`config.mk`:
```
export PLATFORM = sky130hd
export DESIGN_NAME = simplified_interrupt_controller_unit
export DESIGN_NICKNAME = d
export VERILOG_FILES = /design/src/sv/sic_pkg.sv /design/src/sv/simplified_interrupt_controller_unit.sv
export VERILOG_INCLUDE_DIRS = /design/src /design/src/sv
export SDC_FILE = /design/constraint.sdc
export NUM_CORES = 1
export LEC_CHECK = 0
export BUFFER_PORTS_ARGS = -buffer_cell sky130_fd_sc_hd__buf_2
export CORE_MARGIN = 2
export CORE_UTILIZATION = 45
export CTS_CLUSTER_SIZE = 25
export DETAILED_ROUTE_END_ITERATION = 12
export PLACE_DENSITY = 0.66
export SKIP_CTS_REPAIR_TIMING = 1
export SLEW_MARGIN = 10
export SYNTH_ARGS = -nofsm -noshare
export SYNTH_HDL_FRONTEND = slang
export SYNTH_SLANG_ARGS = --single-unit
```
`constraint.sdc`:
```
create_clock -name clk -period 3.2 [get_ports clk]
set_clock_uncertainty 0.1 [all_clocks]
set_input_delay 0 -clock clk [delete_from_list [all_inputs] [get_ports clk]]
set_output_delay 0 -clock clk [all_outputs]
set_load 0.02 [all_outputs]
```
`src/sv/assert_macros.svh`:
```
// ----------------------------------------------------------------------------
// assert_macros.svh
// Assertion macros shared by the RTL; they expand to nothing in synthesis
// ----------------------------------------------------------------------------
`ifndef ASSERT_MACROS_SVH
`define ASSERT_MACROS_SVH

`ifndef SYNTHESIS

// property must hold at every clock edge outside reset
`define ASSERT_AT(lbl, clock, reset, prop, msg) \
  lbl: assert property (@(posedge clock) disable iff (reset) (prop)) else $error(msg);

// expression must never be true outside reset
`define ASSERT_NEVER(lbl, clock, reset, expr, msg) \
  lbl: assert property (@(posedge clock) disable iff (reset) !(expr)) else $error(msg);

`else

`define ASSERT_AT(lbl, clock, reset, prop, msg)
`define ASSERT_NEVER(lbl, clock, reset, expr, msg)

`endif

`endif

```
`src/sv/sic_pkg.sv`:
```
// ----------------------------------------------------------------------------
// sic_pkg
// Codes, widths and helpers for the simplified interrupt controller
// ----------------------------------------------------------------------------
package sic_pkg;

  // transaction kinds carried in tuser
  localparam logic [1:0] ACT_READ  = 2'd0;
  localparam logic [1:0] ACT_WRITE = 2'd1;
  localparam logic [1:0] ACT_LINE  = 2'd2;

  // port selector
  localparam logic PORT_CMD  = 1'b0;
  localparam logic PORT_DATA = 1'b1;

  // command byte decode bits
  localparam int unsigned ICW1_BIT   = 4;
  localparam int unsigned OCW3_BIT   = 3;
  localparam int unsigned POLL_BIT   = 2;
  localparam int unsigned RSEL_EN    = 1;
  localparam int unsigned RSEL_BIT   = 0;

  // OCW2 command codes in bits 7..5
  localparam logic [2:0] OCW2_EOI_NS    = 3'd1;
  localparam logic [2:0] OCW2_EOI_SPEC  = 3'd3;
  localparam logic [2:0] OCW2_ROT_NS    = 3'd5;
  localparam logic [2:0] OCW2_ROT_SPEC  = 3'd7;

  // initialization word counter values
  localparam logic [1:0] IWC_IDLE = 2'd0;
  localparam logic [1:0] IWC_ICW2 = 2'd1;
  localparam logic [1:0] IWC_LAST = 2'd3;

  localparam logic [7:0] MASK_ALL   = 8'hFF;
  localparam logic       POLL_FLAG  = 1'b1;

  localparam int unsigned IN_DATA_W  = 16;
  localparam int unsigned IN_USER_W  = 3;
  localparam int unsigned OUT_DATA_W = 16;

  // lowest set bit index; 7 when none is set
  function automatic logic [2:0] lowest_index(input logic [7:0] v);
    logic [2:0] n;
    n = 3'd7;
    for (int i = 7; i >= 0; i--) begin
      if (v[i]) n = 3'(i);
    end
    return n;
  endfunction

endpackage

```
`src/sv/simplified_interrupt_controller_unit.sv`:
```
// ----------------------------------------------------------------------------
// simplified_interrupt_controller_unit
// Reduced 8-line interrupt controller driven by a stream of port reads,
// port writes and line level changes, one result per transaction
// ----------------------------------------------------------------------------
//  channel   direction  tdata                               tuser
//  s_axis    in         wdata[7:0] line_number[10:8]        action[1:0]
//                       line_level[11]                      port[2]
//  m_axis    out        rdata[7:0] irq_out[8]               -
//
// One transaction per cycle while s_tready is high; the state update and the result
// are computed combinationally from the controller registers and land in the output stage.
// A two-entry output stage (output register plus skid register) keeps input
// accepted while one result waits; s_tready drops only when both are full.
// rst is synchronous and clears all controller state and both output entries.
`include "assert_macros.svh"

module simplified_interrupt_controller_unit (
  input  logic                              clk,
  input  logic                              rst,
  input  logic                              s_tvalid,
  output logic                              s_tready,
  // wdata[7:0], line_number[10:8], line_level[11], zero fill above
  input  logic [sic_pkg::IN_DATA_W-1:0]     s_tdata,
  // action[1:0], port[2]
  input  logic [sic_pkg::IN_USER_W-1:0]     s_tuser,
  output logic                              m_tvalid,
  input  logic                              m_tready,
  // rdata[7:0], irq_out[8], zero fill above
  output logic [sic_pkg::OUT_DATA_W-1:0]    m_tdata
);

  // controller state
  logic [7:0] request_bits, request_bits_next;
  logic [7:0] service_bits, service_bits_next;
  logic [7:0] mask_bits, mask_bits_next;
  logic [1:0] init_word_count, init_word_count_next;
  logic       poll_pending, poll_pending_next;
  logic       select_service, select_service_next;
  logic       output_level, output_level_next;

  // output stage
  logic       out_valid, skid_valid;
  logic [8:0] out_data, skid_data;

  // item fields
  logic [1:0] action;
  logic       port;
  logic [7:0] wdata;
  logic [2:0] line_number;
  logic       line_level;

  logic       acc, take, recompute;
  logic [7:0] ready_bits, rdata_c;
  logic [2:0] poll_line, cmd;

  assign action      = s_tuser[1:0];
  assign port        = s_tuser[2];
  assign wdata       = s_tdata[7:0];
  assign line_number = s_tdata[10:8];
  assign line_level  = s_tdata[11];

  assign s_tready = !skid_valid;
  assign acc      = s_tvalid && s_tready;
  assign take     = out_valid && m_tready;
  assign m_tvalid = out_valid;
  assign m_tdata  = {{(sic_pkg::OUT_DATA_W-9){1'b0}}, out_data};

  assign ready_bits = request_bits & ~mask_bits;
  assign poll_line  = sic_pkg::lowest_index(ready_bits);
  assign cmd        = wdata[7:5];

  // next state and read data for the current transaction
  always_comb begin
    request_bits_next    = request_bits;
    service_bits_next    = service_bits;
    mask_bits_next       = mask_bits;
    init_word_count_next = init_word_count;
    poll_pending_next    = poll_pending;
    select_service_next  = select_service;
    recompute            = 1'b0;
    rdata_c              = 8'h00;
    unique case (action)
      sic_pkg::ACT_READ: begin
        if (port == sic_pkg::PORT_DATA) begin
          rdata_c = mask_bits;
        end else if (poll_pending) begin
          poll_pending_next = 1'b0;
          if (ready_bits != 8'h00) begin
            service_bits_next = service_bits | (8'b1 << poll_line);
            request_bits_next = request_bits & ~(8'b1 << poll_line);
            rdata_c           = {1'b1, 4'b0000, poll_line};
          end
        end else begin
          rdata_c = select_service ? service_bits : request_bits;
        end
      end
      sic_pkg::ACT_WRITE: begin
        if (port == sic_pkg::PORT_DATA) begin
          if (init_word_count != sic_pkg::IWC_IDLE) begin
            init_word_count_next = (init_word_count == sic_pkg::IWC_LAST)
                                   ? sic_pkg::IWC_IDLE : init_word_count + 2'd1;
          end else begin
            mask_bits_next = wdata;
            recompute      = 1'b1;
          end
        end else if (wdata[sic_pkg::ICW1_BIT]) begin
          // ICW1 restarts the controller
          init_word_count_next = sic_pkg::IWC_ICW2;
          mask_bits_next       = sic_pkg::MASK_ALL;
          request_bits_next    = 8'h00;
          service_bits_next    = 8'h00;
          poll_pending_next    = 1'b0;
        end else if (wdata[sic_pkg::OCW3_BIT]) begin
          if (wdata[sic_pkg::POLL_BIT]) poll_pending_next = sic_pkg::POLL_FLAG;
          if (wdata[sic_pkg::RSEL_EN]) select_service_next = wdata[sic_pkg::RSEL_BIT];
        end else begin
          // OCW2 end of interrupt
          if (cmd == sic_pkg::OCW2_EOI_NS || cmd == sic_pkg::OCW2_ROT_NS) begin
            service_bits_next = service_bits & (service_bits - 8'd1);
          end else if (cmd == sic_pkg::OCW2_EOI_SPEC || cmd == sic_pkg::OCW2_ROT_SPEC) begin
            service_bits_next = service_bits & ~(8'b1 << wdata[2:0]);
          end
          recompute = 1'b1;
        end
      end
      sic_pkg::ACT_LINE: begin
        request_bits_next[line_number] = line_level;
        recompute                      = 1'b1;
      end
      default: begin
      end
    endcase
    output_level_next = recompute
                        ? |(request_bits_next & ~mask_bits_next & ~service_bits_next)
                        : output_level;
  end

  // controller registers
  always_ff @(posedge clk) begin
    if (rst) begin
      request_bits    <= 8'h00;
      service_bits    <= 8'h00;
      mask_bits       <= 8'h00;
      init_word_count <= sic_pkg::IWC_IDLE;
      poll_pending    <= 1'b0;
      select_service  <= 1'b0;
      output_level    <= 1'b0;
    end else if (acc) begin
      request_bits    <= request_bits_next;
      service_bits    <= service_bits_next;
      mask_bits       <= mask_bits_next;
      init_word_count <= init_word_count_next;
      poll_pending    <= poll_pending_next;
      select_service  <= select_service_next;
      output_level    <= output_level_next;
    end
  end

  // output register with skid entry
  always_ff @(posedge clk) begin
    if (rst) begin
      out_valid  <= 1'b0;
      skid_valid <= 1'b0;
    end else if (take) begin
      if (skid_valid) begin
        out_valid  <= 1'b1;
        skid_valid <= 1'b0;
      end else begin
        out_valid <= acc;
      end
    end else if (acc) begin
      if (out_valid) skid_valid <= 1'b1;
      else out_valid <= 1'b1;
    end
  end

  always_ff @(posedge clk) begin
    if (take) begin
      if (skid_valid) out_data <= skid_data;
      else if (acc) out_data <= {output_level_next, rdata_c};
    end else if (acc) begin
      if (out_valid) skid_data <= {output_level_next, rdata_c};
      else out_data <= {output_level_next, rdata_c};
    end
  end

  // checks
  `ASSERT_NEVER(a_skid_without_out, clk, rst, skid_valid && !out_valid, "skid full with output empty")
  `ASSERT_AT(a_icw1_masks_all, clk, rst, (acc && action == sic_pkg::ACT_WRITE && port == sic_pkg::PORT_CMD && wdata[sic_pkg::ICW1_BIT]) |=> (mask_bits == sic_pkg::MASK_ALL && init_word_count == sic_pkg::IWC_ICW2), "ICW1 did not restart")
  `ASSERT_AT(a_line_irq, clk, rst, (acc && action == sic_pkg::ACT_LINE) |=> (output_level == |(request_bits & ~mask_bits & ~service_bits)), "irq level wrong after line change")

endmodule

```
==> run_summary.xml <==
<?xml version="1.0" encoding="UTF-8"?>
<metrics>
  <group name="drt">
    <metric name="totalWireLength" unit="um">9478</metric>
    <metric name="wire_per_inst" unit="um">16.96</metric>
    <metric name="drc" unit="">0</metric>
    <metric name="drt_iter0_drc" unit="">279</metric>
    <metric name="via_count" unit="">3314</metric>
    <metric name="vias_per_cell" unit="">5.928</metric>
    <metric name="drt_pre_antenna_iters" unit="">5</metric>
    <metric name="final_antenna_net_count" unit="">0</metric>
  </group>
  <group name="grt">
    <metric name="overflow_left_after_global_routing" unit="">0</metric>
    <metric name="grt_pass1_wl" unit="um">15530</metric>
    <metric name="grt_use_total" unit="">0.2326</metric>
    <metric name="grt_max_degree" unit="">32</metric>
    <metric name="first_global_vias" unit="">2956</metric>
    <metric name="number_of_antenna_violations_at_the_first_check_in_global_routing" unit="">0</metric>
  </group>
  <group name="min_path">
    <metric name="min-delay-path-class" unit="">in -&gt; reg</metric>
    <metric name="hold_depth" unit="">3</metric>
  </group>
  <group name="yosys">
    <metric name="synth_enable_flop_cells" unit="">18</metric>
    <metric name="synthesis.area_per_instance" unit="um2">7.924</metric>
    <metric name="synth-seq-area-share" unit="">0.3368</metric>
    <metric name="postSynthRegisterBits" unit="">49</metric>
    <metric name="synth_cells" unit="">435</metric>
    <metric name="synthDistinctLibCells" unit="">65</metric>
    <metric name="mappedNetlistArea" unit="um2">3447</metric>
    <metric name="synth_async_reset_ratio" unit="">0</metric>
    <metric name="predominant_post_synthesis_flop_cell" unit="">sky130_fd_sc_hd__dfxtp_1</metric>
    <metric name="ys_warn_count" unit="">0</metric>
  </group>
  <group name="critical_path">
    <metric name="critical_path_peak_fanout" unit="">6</metric>
    <metric name="r2r_cells" unit="">8</metric>
    <metric name="worst_setup_path_endpoint" unit="">out_data[8]</metric>
    <metric name="worstPathCellList" unit="">nor2b_1 -&gt; nor3_2 -&gt; nand4b_1 -&gt; a311oi_1 -&gt; o31ai_1 -&gt; a211oi_2 -&gt; a31oi_2 -&gt; mux2_1</metric>
    <metric name="critical_path.reg2reg.startpoint" unit="">mask_bits[1]</metric>
    <metric name="required" unit="ps">3160</metric>
    <metric name="r2r-end" unit="">out_data[8]</metric>
    <metric name="timing.critical_path.from_type" unit="">register</metric>
    <metric name="crit_type" unit="">reg -&gt; reg</metric>
    <metric name="cp-end-kind" unit="">register</metric>
    <metric name="cp-startpoint" unit="">mask_bits[1]</metric>
    <metric name="critical-path-max-stage-delay" unit="ps">470</metric>
    <metric name="critPathArrivalTime" unit="ps">2730</metric>
    <metric name="r2r_setup_slk" unit="ps">430</metric>
    <metric name="crit_path_top_delay_cell" unit="">sky130_fd_sc_hd__dfxtp_1</metric>
  </group>
  <group name="floorplan">
    <metric name="initial_core_utilization" unit="">0.4702</metric>
    <metric name="core_area" unit="um2">7331</metric>
    <metric name="vertical_die_dimension" unit="um">91.52</metric>
    <metric name="num_rows" unit="">31</metric>
    <metric name="die-width" unit="um">91.52</metric>
    <metric name="dieArea" unit="um2">8376</metric>
    <metric name="num_io_pins" unit="">41</metric>
  </group>
  <group name="power">
    <metric name="powerDensity" unit="nW/um2">377.9</metric>
    <metric name="leakagePower" unit="nW">1.327</metric>
    <metric name="peakVddDrop" unit="mV">0.2816</metric>
  </group>
  <group name="sta">
    <metric name="post-route-min-period" unit="ps">2769</metric>
    <metric name="slew_viol_final" unit="">0</metric>
    <metric name="setup_viol_count_final" unit="">0</metric>
    <metric name="worst_case_headroom_to_the_max_slew_limit" unit="">0.3800</metric>
    <metric name="grt_setup_unrepaired" unit="">false</metric>
    <metric name="clock.fmax" unit="MHz">361.2</metric>
    <metric name="post-route-period-util" unit="">0.8652</metric>
    <metric name="fin_setup_tns" unit="ps">0</metric>
    <metric name="hold_viol_final" unit="">2</metric>
    <metric name="whs" unit="ps">-54.32</metric>
    <metric name="max_slew.worst_pin.slew" unit="ps">927.8</metric>
  </group>
  <group name="placed_design">
    <metric name="detailed_place_hpwl" unit="um">7017</metric>
    <metric name="globalplace.congestion" unit="">0.9491</metric>
    <metric name="port_buffers" unit="">29</metric>
  </group>
  <group name="status">
    <metric name="violations_in_the_final_reports" unit="">hold timing</metric>
    <metric name="outcome" unit="">finished with violations</metric>
  </group>
  <group name="job">
    <metric name="cap_violations" unit="">0</metric>
  </group>
  <group name="cts">
    <metric name="ctsLongestPathBuffers" unit="">2</metric>
    <metric name="tritoncts.num_buffers" unit="">5</metric>
    <metric name="cts.reportedPaths.clkPinSlew" unit="ps">110</metric>
    <metric name="cts_root_buffer" unit="">sky130_fd_sc_hd__clkbuf_8</metric>
    <metric name="tritoncts" unit="">built</metric>
    <metric name="htreeDepth" unit="">2</metric>
    <metric name="clk_latency" unit="ps">320</metric>
    <metric name="cts_num_sinks" unit="">49</metric>
  </group>
  <group name="cells_and_area">
    <metric name="area_delta_synth_final" unit="%">10.05</metric>
    <metric name="nNetsFinal" unit="">487</metric>
    <metric name="layout.cells.most_common_list" unit="">sky130_fd_sc_hd__nor2_1 (61), sky130_fd_sc_hd__nand2_1 (47), sky130_fd_sc_hd__a21oi_1 (32)</metric>
    <metric name="fraction_of_final_layout_cells_with_drive_strength_greater_than_1" unit="">0.1478</metric>
    <metric name="antennaDiodeCount" unit="">0</metric>
    <metric name="layout_commonest_cell" unit="">sky130_fd_sc_hd__nor2_1</metric>
  </group>
</metrics>
-- cell usage after synthesis (2+ instances only) --
cell                        count  area share
sky130_fd_sc_hd__a211oi_1      10       0.022
sky130_fd_sc_hd__a211oi_2       4       0.015
sky130_fd_sc_hd__a21oi_1       32       0.046
sky130_fd_sc_hd__a221oi_1       2      0.0051
sky130_fd_sc_hd__a22oi_1        2      0.0044
sky130_fd_sc_hd__a31oi_1        3      0.0054
sky130_fd_sc_hd__and2_1         7       0.013
sky130_fd_sc_hd__and3_1         5      0.0091
sky130_fd_sc_hd__buf_2          4      0.0058
sky130_fd_sc_hd__buf_4          9       0.020
sky130_fd_sc_hd__clkbuf_1      16       0.017
sky130_fd_sc_hd__dfxtp_1       31        0.18
sky130_fd_sc_hd__edfxtp_1      18        0.16
sky130_fd_sc_hd__ha_1           5       0.018
sky130_fd_sc_hd__inv_1         15       0.016
sky130_fd_sc_hd__mux2_2         7       0.023
sky130_fd_sc_hd__mux2i_1       10       0.029
sky130_fd_sc_hd__nand2_1       47       0.051
sky130_fd_sc_hd__nand2b_1      13       0.024
sky130_fd_sc_hd__nand3_1        5      0.0073
sky130_fd_sc_hd__nand3b_1       5       0.011
sky130_fd_sc_hd__nand4_1        5      0.0091
sky130_fd_sc_hd__nand4b_1       3      0.0076
sky130_fd_sc_hd__nor2_1        61       0.066
sky130_fd_sc_hd__nor2b_1        9       0.016
sky130_fd_sc_hd__nor2b_2        2      0.0051
sky130_fd_sc_hd__nor3_1        15       0.022
sky130_fd_sc_hd__nor3_2         3      0.0087
sky130_fd_sc_hd__nor3b_1        5       0.011
sky130_fd_sc_hd__nor4b_1        2      0.0051
sky130_fd_sc_hd__o2111a_1       2      0.0065
sky130_fd_sc_hd__o211ai_1       6       0.013
sky130_fd_sc_hd__o21a_1         2      0.0044
sky130_fd_sc_hd__o21ai_0       22       0.032
sky130_fd_sc_hd__o21ai_1        4      0.0058
sky130_fd_sc_hd__o22ai_1        7       0.013
sky130_fd_sc_hd__o2bb2ai_1      2      0.0051
sky130_fd_sc_hd__o31ai_1        6       0.013
sky130_fd_sc_hd__or2_2          2      0.0036
sky130_fd_sc_hd__or3b_1         2      0.0051
-- logic make-up after synthesis --
kind of cell,count (synthesis),synth area share
compound gates,119,0.2334
fa+ha+maj,5,0.01815
buf+inv,45,0.06243
flops,49,0.3368
mux,18,0.05517
other cells,1,0.001088
simple gates,198,0.2929
-- registers in the layout, summed over array words and instances, names as in the netlist --
signal,flops
init_word_count,2
m_tvalid,1
mask_bits,8
out_data,9
output_level,1
poll_pending,1
request_bits,8
select_service,1
service_bits,8
skid_data,9
skid_valid,1
-- critical path: cells and delay by family, from the launching register on --
family	cells	cell delay, ps
simple gates	3	640
flops	1	470
mux	1	300
compound gates	4	1000
-- worst min path at each step --
stage	startpoint	end	slack [ps]
2_1_floorplan	rst	skid_valid	-20
3_3_place_gp	m_tready	skid_valid	120
3_5_place_dp	m_tready	skid_valid	130
4_1_cts	m_tready	skid_valid	-210
5_1_grt	s_tdata[1]	mask_bits[1]	2
6_report	s_tdata[1]	mask_bits[1]	-50
-- metrics by stage --
stage	worst slack, ps	utilization	std cells	power [mW]	cell area, um2
finish	431.5	0.5175	559	1.433	3794
global route	393.8	0.5175	559	1.498	3794
CTS	500.8	0.5107	554	1.438	3744
detailed placement	473.5	0.4955	546	0.9786	3632
global placement	514.9	0.4955	546	0.9756	3632
floorplan	914.5	-	441	0.9043	3470
-- per-layer routing --
metal  wire length (um)  global-route usage  part of all wire  up-vias
met5                  0                   0                 0        -
met4                332             0.09848             0.035        0
met3                549             0.02573             0.058       29
met2               4383              0.3572              0.46      136
met1               4213              0.3299              0.44     1541
li1                   -                   -                 -     1608
-- power breakdown --
group / switching (mW) / internal [mW]
Clock: 0.224 / 0.235
Combinational: 0.179 / 0.0985
Sequential: 0.0256 / 0.672
-- final cells by class --
cell class                 count  area, um2
timing repair buffer          41      247.7
clock buffer                   6      72.57
inverter                      15      56.30
sequential                    49       1161
tap                           99      123.9
multi-input combinational    347       2093
fill                         723       3537
clock inverter                 2      38.79
Note: power is estimated with default switching activity, not from simulation.
